<file path="src/design/swsfd_pkg.sv">
// Shared types and constants of the single-wire sensor frame decoder.
// No dependencies; used by the channel interfaces, the top level and the checker.
package swsfd_pkg;

  typedef logic [1:0]  cmd_t;
  typedef logic [1:0]  status_t;
  typedef logic [5:0]  count_t;
  typedef logic [31:0] stamp_t;
  typedef logic [15:0] thresh_t;

  // Input commands
  localparam cmd_t CMD_START  = 2'd0;
  localparam cmd_t CMD_EDGE   = 2'd1;
  localparam cmd_t CMD_FINISH = 2'd2;

  // Result status codes
  localparam status_t STATUS_OK        = 2'd0;
  localparam status_t STATUS_CHECK_ERR = 2'd1;
  localparam status_t STATUS_NO_SENSOR = 2'd2;

  // Frame layout in edges
  localparam int FIRST_CHECK_EDGE = 34;
  localparam int LAST_DATA_SHIFT  = 33;
  localparam int LAST_CHECK_SHIFT = 41;
  localparam count_t FRAME_EDGES  = 6'd42;

  localparam thresh_t THRESH_RESET = 16'd100;

endpackage

</file>
<file path="src/design/swsfd_if.sv">
// Valid/ready channel interfaces for the frame decoder's input and result items.
// Depends on swsfd_pkg for payload types.
interface swsfd_in_if;
  logic                valid;
  logic                ready;
  swsfd_pkg::cmd_t     cmd;
  swsfd_pkg::stamp_t   edge_time_us;

  modport source (output valid, cmd, edge_time_us, input ready);
  modport sink   (input valid, cmd, edge_time_us, output ready);
endinterface

interface swsfd_out_if;
  logic                valid;
  logic                ready;
  swsfd_pkg::status_t  status;
  logic [15:0]         humidity_tenths;
  logic signed [15:0]  temperature_tenths;
  swsfd_pkg::count_t   edges_seen;

  modport source (output valid, status, humidity_tenths, temperature_tenths, edges_seen,
                  input ready);
  modport sink   (input valid, status, humidity_tenths, temperature_tenths, edges_seen,
                  output ready);
endinterface

</file>
<file path="src/design/single_wire_sensor_frame_decoder.sv">
// Top level of the single-wire sensor frame decoder: input register, frame state,
// bit decode and result register. Depends on swsfd_pkg and the interfaces in swsfd_if.sv.
//
//   channel | role   | carries
//   --------+--------+-------------------------------------------------------
//   in_ch   | sink   | cmd, edge_time_us
//   out_ch  | source | status, humidity_tenths, temperature_tenths, edges_seen
//   cfg_*   | sink   | bit_threshold_us write data, always ready
//
// One item per cycle unless a held result stalls; an accepted item passes from the input
// register through one subtract/compare stage into the result register when a frame ends.
// Reset (rst_n low, synchronous) clears the frame state and sets the threshold to 100.
// A held result stalls the input register only; in_ch stays ready while it is empty.
module single_wire_sensor_frame_decoder (
  input  logic                 clk,
  input  logic                 rst_n,
  swsfd_in_if.sink             in_ch,
  swsfd_out_if.source          out_ch,
  input  logic                 cfg_valid,
  output logic                 cfg_ready,
  input  swsfd_pkg::thresh_t   cfg_data
);

  // Input register
  logic                s1_valid_r;
  swsfd_pkg::cmd_t     s1_cmd_r;
  swsfd_pkg::stamp_t   s1_time_r;

  // Frame state and threshold
  swsfd_pkg::count_t   count_r, count_nxt;
  logic [31:0]         data_r, data_nxt;
  logic [7:0]          check_r, check_nxt;
  swsfd_pkg::stamp_t   last_r, last_nxt;
  swsfd_pkg::thresh_t  thresh_r;

  // Result register
  logic                out_valid_r;
  swsfd_pkg::status_t  status_r, status_nxt;
  logic [15:0]         hum_r;
  logic [15:0]         temp_r;
  swsfd_pkg::count_t   seen_r;

  logic                out_free;
  logic                s1_go;
  logic                edge_act;
  logic                gap_bit;
  logic                fire;
  swsfd_pkg::stamp_t   gap;
  logic [7:0]          sum;

  assign cfg_ready = 1'b1;
  assign out_free  = !out_valid_r || out_ch.ready;
  assign s1_go     = s1_valid_r && out_free;
  assign in_ch.ready = !s1_valid_r || out_free;

  // Decode one item against the current frame
  always_comb begin
    gap      = s1_time_r - last_r;
    gap_bit  = gap > {16'd0, thresh_r};
    edge_act = (s1_cmd_r == swsfd_pkg::CMD_EDGE) && (count_r < swsfd_pkg::FRAME_EDGES);
    count_nxt = count_r;
    data_nxt  = data_r;
    check_nxt = check_r;
    last_nxt  = last_r;
    fire      = 1'b0;
    unique case (s1_cmd_r)
      swsfd_pkg::CMD_START: begin
        count_nxt = '0;
        data_nxt  = '0;
        check_nxt = '0;
        last_nxt  = '0;
      end
      swsfd_pkg::CMD_EDGE: begin
        if (edge_act) begin
          for (int i = 0; i < 32; i++) begin
            if (gap_bit && (count_r == 6'(swsfd_pkg::LAST_DATA_SHIFT - i))) begin
              data_nxt[i] = 1'b1;
            end
          end
          for (int j = 0; j < 8; j++) begin
            if (gap_bit && (count_r == 6'(swsfd_pkg::LAST_CHECK_SHIFT - j))) begin
              check_nxt[j] = 1'b1;
            end
          end
          count_nxt = count_r + 6'd1;
          last_nxt  = s1_time_r;
          fire      = (count_r + 6'd1) == swsfd_pkg::FRAME_EDGES;
        end
      end
      swsfd_pkg::CMD_FINISH: fire = 1'b1;
      default: ;
    endcase
    // Checksum over the updated word
    sum = data_nxt[7:0] + data_nxt[15:8] + data_nxt[23:16] + data_nxt[31:24];
    if (sum != check_nxt) begin
      status_nxt = swsfd_pkg::STATUS_CHECK_ERR;
    end else if (count_nxt == '0) begin
      status_nxt = swsfd_pkg::STATUS_NO_SENSOR;
    end else begin
      status_nxt = swsfd_pkg::STATUS_OK;
    end
  end

  // Capture input items and configuration
  always_ff @(posedge clk) begin
    if (!rst_n) begin
      s1_valid_r <= 1'b0;
      thresh_r   <= swsfd_pkg::THRESH_RESET;
    end else begin
      if (in_ch.ready) begin
        s1_valid_r <= in_ch.valid;
      end
      if (cfg_valid) begin
        thresh_r <= cfg_data;
      end
    end
    if (in_ch.ready && in_ch.valid) begin
      s1_cmd_r  <= in_ch.cmd;
      s1_time_r <= in_ch.edge_time_us;
    end
  end

  // Advance frame state
  always_ff @(posedge clk) begin
    if (!rst_n) begin
      count_r <= '0;
      data_r  <= '0;
      check_r <= '0;
      last_r  <= '0;
    end else if (s1_go) begin
      count_r <= count_nxt;
      data_r  <= data_nxt;
      check_r <= check_nxt;
      last_r  <= last_nxt;
    end
  end

  // Hold or load the result register
  always_ff @(posedge clk) begin
    if (!rst_n) begin
      out_valid_r <= 1'b0;
    end else if (out_free) begin
      out_valid_r <= s1_valid_r && fire;
    end
    if (s1_go && fire) begin
      status_r <= status_nxt;
      hum_r    <= data_nxt[31:16];
      temp_r   <= data_nxt[15:0];
      seen_r   <= count_nxt;
    end
  end

  assign out_ch.valid              = out_valid_r;
  assign out_ch.status             = status_r;
  assign out_ch.humidity_tenths    = hum_r;
  assign out_ch.temperature_tenths = signed'(temp_r);
  assign out_ch.edges_seen         = seen_r;

endmodule

</file>
<file path="src/flat_wrapper.sv">
// flat-port wrapper written by rule: the top's interface ports become plain ports
module single_wire_sensor_frame_decoder_flat 
  (clk, rst_n, cfg_valid, cfg_ready, cfg_data, in_ch_valid, in_ch_cmd, in_ch_edge_time_us, in_ch_ready, out_ch_valid, out_ch_status, out_ch_humidity_tenths, out_ch_temperature_tenths, out_ch_edges_seen, out_ch_ready);
  swsfd_in_if in_ch_i ();
  swsfd_out_if out_ch_i ();
  input  logic clk;
  input  logic rst_n;
  input  logic cfg_valid;
  output logic cfg_ready;
  input  swsfd_pkg::thresh_t cfg_data;
  input wire logic [$bits(in_ch_i.valid)-1:0] in_ch_valid;
  input wire logic [$bits(in_ch_i.cmd)-1:0] in_ch_cmd;
  input wire logic [$bits(in_ch_i.edge_time_us)-1:0] in_ch_edge_time_us;
  output wire logic [$bits(in_ch_i.ready)-1:0] in_ch_ready;
  output wire logic [$bits(out_ch_i.valid)-1:0] out_ch_valid;
  output wire logic [$bits(out_ch_i.status)-1:0] out_ch_status;
  output wire logic [$bits(out_ch_i.humidity_tenths)-1:0] out_ch_humidity_tenths;
  output wire logic [$bits(out_ch_i.temperature_tenths)-1:0] out_ch_temperature_tenths;
  output wire logic [$bits(out_ch_i.edges_seen)-1:0] out_ch_edges_seen;
  input wire logic [$bits(out_ch_i.ready)-1:0] out_ch_ready;
  assign in_ch_i.valid = in_ch_valid;
  assign in_ch_i.cmd = in_ch_cmd;
  assign in_ch_i.edge_time_us = in_ch_edge_time_us;
  assign in_ch_ready = in_ch_i.ready;
  assign out_ch_valid = out_ch_i.valid;
  assign out_ch_status = out_ch_i.status;
  assign out_ch_humidity_tenths = out_ch_i.humidity_tenths;
  assign out_ch_temperature_tenths = out_ch_i.temperature_tenths;
  assign out_ch_edges_seen = out_ch_i.edges_seen;
  assign out_ch_i.ready = out_ch_ready;
  single_wire_sensor_frame_decoder u_core (.clk(clk), .rst_n(rst_n), .in_ch(in_ch_i), .out_ch(out_ch_i), .cfg_valid(cfg_valid), .cfg_ready(cfg_ready), .cfg_data(cfg_data));
endmodule
</file>
<file path="config.mk">
export PLATFORM = sky130hd
export DESIGN_NAME = single_wire_sensor_frame_decoder_flat
export DESIGN_NICKNAME = d
export VERILOG_FILES = /design/src/design/swsfd_pkg.sv /design/src/design/swsfd_if.sv /design/src/design/single_wire_sensor_frame_decoder.sv /design/src/flat_wrapper.sv
export SDC_FILE = /design/constraint.sdc
export NUM_CORES = 1
export LEC_CHECK = 0
export BUFFER_PORTS_ARGS = -buffer_cell sky130_fd_sc_hd__buf_4
export CORE_ASPECT_RATIO = 0.8
export CORE_MARGIN = 8
export CORE_UTILIZATION = 25
export DETAILED_ROUTE_END_ITERATION = 10
export HOLD_SLACK_MARGIN = 0.03
export PLACE_DENSITY_LB_ADDON = 0.15
export SLEW_MARGIN = 20
export SYNTH_ARGS = -nofsm -noshare
export SYNTH_HDL_FRONTEND = slang
export SYNTH_SLANG_ARGS = --single-unit
</file>
<file path="constraint.sdc">
create_clock -name clk -period 11.6 [get_ports clk]
set_input_delay 2.32 -clock clk [delete_from_list [all_inputs] [get_ports clk]]
set_output_delay 2.32 -clock clk [all_outputs]
set_load 0.05 [all_outputs]
</file>
==> metrics.txt <==
post-CTS setup buffer count=0; syn avg cell area=8.87 um^2; vias in the first global route=8245; Fin Clk Skew=13.9 ps; Final Setup Violations=0; number of placed cells counting well taps=1744; Die Wd=242 um; Seq/Total Area, Yosys=0.404; Reg clk slew, reported paths=70 ps; sw power=0.431 mW; slowest cell delay on critical path=680 ps; # rows=66; fmax=99.9 MHz; Primary FF master, synth=dfxtp_1; Combinational Power Share=0.165; clock buffer depth=2; initial core utilization=0.253; Num CTS Buffers=17; Crit Reg-Reg Startpoint=u_core.s1_time_r[0]; Post-synth EDFFs=74; grt total ovfl=0; R2R depth=38; Antenna Cells=0; RR Endpoint=u_core.out_ch.status[0]; Ys Warns=0; fin cells=1776; I/O Buffers=96; mapped cell area=0.0102 mm^2; max_cap viols=0; Max Slew Vio Count=0; DRC viols=0; outcome=completed; Int Pwr=1.07 mW; synth cell count leaders=nand2_1 (133), a21oi_1 (100), dfxtp_1 (96), inv_1 (96), nor2_1 (85); Setup CP Type=flop to flop; final wirelength=32.0 mm; Synth area leader=edfxtp_1; H-tree depth=4; number of vias in the routed layout=8653; Hold Fails Final Rpt=0; Synth-to-Final Area Change=17.9%; Vias/cell=4.87; final worst-path cycle share=0.863; placed cell area=0.0115 mm^2; Post-CTS Hold Fix Bufs=0; pin count of the biggest net entering global routing=52; Sink Count=170; Syn Nets=1287; Seq cells post-synth=170; Final ANT Viol Nets=0; worst hold path endpoint=u_core.last_r[23]; core footprint=0.0405 mm^2; min cycle time layout=10010 ps; layout cells sized above 1=0.135; global-route wire length before repair=50.2 mm; Leak=4.49 nW; slew at the pin with the worst max-slew slack=1100 ps; final setup TNS=0 ps; Hold Path Class=flop to flop; I/O Pins=98; DRT Pass-1 Iters=7; hold path start=u_core.last_r[23]; Synth area leaders=edfxtp_1 (22%), dfxtp_1 (19%), ha_1 (7.4%); CTS Root Cell=clkbuf_16; Slew HR=0.269; Crit-path slowest cell=nor3_2; gpl congestion=0.890; Final #Nets=1350; RSZ-0062 raised after global routing=false; most frequent CP cell=fa_1; crit-path max FO=9; Final Cell Area=0.0121 mm^2; CTS tree=yes; Die Ht=197 um; Reg power frac=0.436; DRT iter0 DRCs=711; CP startpoint kind=flop; clock latency on the worst-skew pair=470 ps; die area=0.0478 mm^2; initial antenna violation count=0; Crit path arrival time=10240 ps; worst path required time=11830 ps; Peak VDD IR=0.101 mV; pwr/cell area=124 mW/mm^2; DP HPWL=23.5 mm; Total GRT Usage=0.134; PostCTS Resize Cnt=0; clock power share=0.400; most common cell in the netlist=nand2_1; Synth Instances=1156; wire per inst=18.0 um; post-synth top area share=0.217; Async S/R FF share, synth=0; worst hold stages=2; R2R setup slack=1590 ps; Sw Share=0.287; Worst setup EP type=flop; synth unique cells=90
how the worst max path moves through the flow:
stage	from	end	slack (ps)
6_report	u_core.s1_time_r[0]	u_core.out_ch.status[0]	1590
5_1_grt	u_core.s1_time_r[0]	u_core.out_ch.status[0]	950
4_1_cts	u_core.s1_time_r[0]	u_core.out_ch.status[0]	1580
3_5_place_dp	u_core.s1_time_r[0]	u_core.out_ch.status[0]	1620
3_3_place_gp	u_core.s1_time_r[0]	u_core.out_ch.status[0]	2090
2_1_floorplan	u_core.s1_time_r[0]	u_core.out_ch.status[0]	3250
power by group through the flow:
stage / logic (mW) / clock network [mW] / registers (mW)
final: 0.248 / 0.601 / 0.655
after global routing: 0.274 / 0.646 / 0.657
after CTS: 0.248 / 0.626 / 0.655
after detailed placement: 0.246 / 0 / 0.668
after global placement: 0.246 / 0 / 0.668
after floorplan: 0.165 / 0 / 0.670
through the flow:
| step | util | hold slack [ps] | power, mW | worst slack (ps) |
|---|---|---|---|---|
| floorplan | - | 432 | 0.835 | 3250 |
| global placement | 0.283 | 439 | 0.915 | 2090 |
| detailed placement | 0.283 | 444 | 0.915 | 1620 |
| CTS | 0.298 | 453 | 1.53 | 1580 |
| global route | 0.298 | 466 | 1.58 | 951 |
| finish | 0.298 | 449 | 1.50 | 1590 |
layout make-up:
type / count / area, um^2
clock inverters: 14 / 170
clock buffers: 18 / 429
well taps: 544 / 681
flip-flops and latches: 170 / 4140
inverters: 97 / 364
fillers: 4261 / 28500
repair buffers: 104 / 781
multi-input cells: 829 / 5520
per-layer routing:
metal / up-vias / wire [um] / part of all wire / track usage
met4: 0 / 331 / 0.010 / 0.0404
met5: - / 0 / 0 / 0
met3: 25 / 1740 / 0.054 / 0.0350
met2: 215 / 12900 / 0.40 / 0.186
li1: 4263 / - / - / -
met1: 4150 / 17100 / 0.53 / 0.199
cells by family after synthesis:
logic type | Yosys count | share of synthesized area
AO/OA/AOI/OAI | 312 | 0.204
XOR/XNOR | 30 | 0.0271
adder cells (fa/ha/maj) | 76 | 0.104
buffers and inverters | 157 | 0.0602
flip-flops | 170 | 0.404
multiplexers | 17 | 0.0167
other | 1 | 0.000366
AND/OR/NAND/NOR | 393 | 0.184
sequential cells by signal (all words and copies together) (netlist names), 6 cells and up:
register / cells
u_core.out_ch.temperature_tenths: 16
u_core.last_r: 32
u_core.s1_time_r: 32
u_core.thresh_r: 16
u_core.check_r: 8
u_core.out_ch.edges_seen: 6
u_core.out_ch.humidity_tenths: 16
u_core.data_r: 32
u_core.count_r: 6
worst max-delay path: cells and delay by family (launching register included):
kind / cells / cell delay, ps
compound gates: 14 / 2850
xor+xnor: 4 / 780
fa+ha+maj: 7 / 2550
buf+inv: 2 / 110
flops: 1 / 350
mux: 1 / 350
simple gates: 10 / 2750
layout by cell type (no fill, tap or decap), drive strengths merged, types with 17 or more instances in the layout:
cell type and n:
a211oi 17, dfxtp 96, and2 20, nor3 23, a21oi 102, o21ai 62
buf 104, edfxtp 74, a21o 17, clkbuf 18, nor2 85, xnor2 22
inv 99, nand2 136, ha 61, nand3 56
Note: power is estimated with default switching activity, not from simulation.
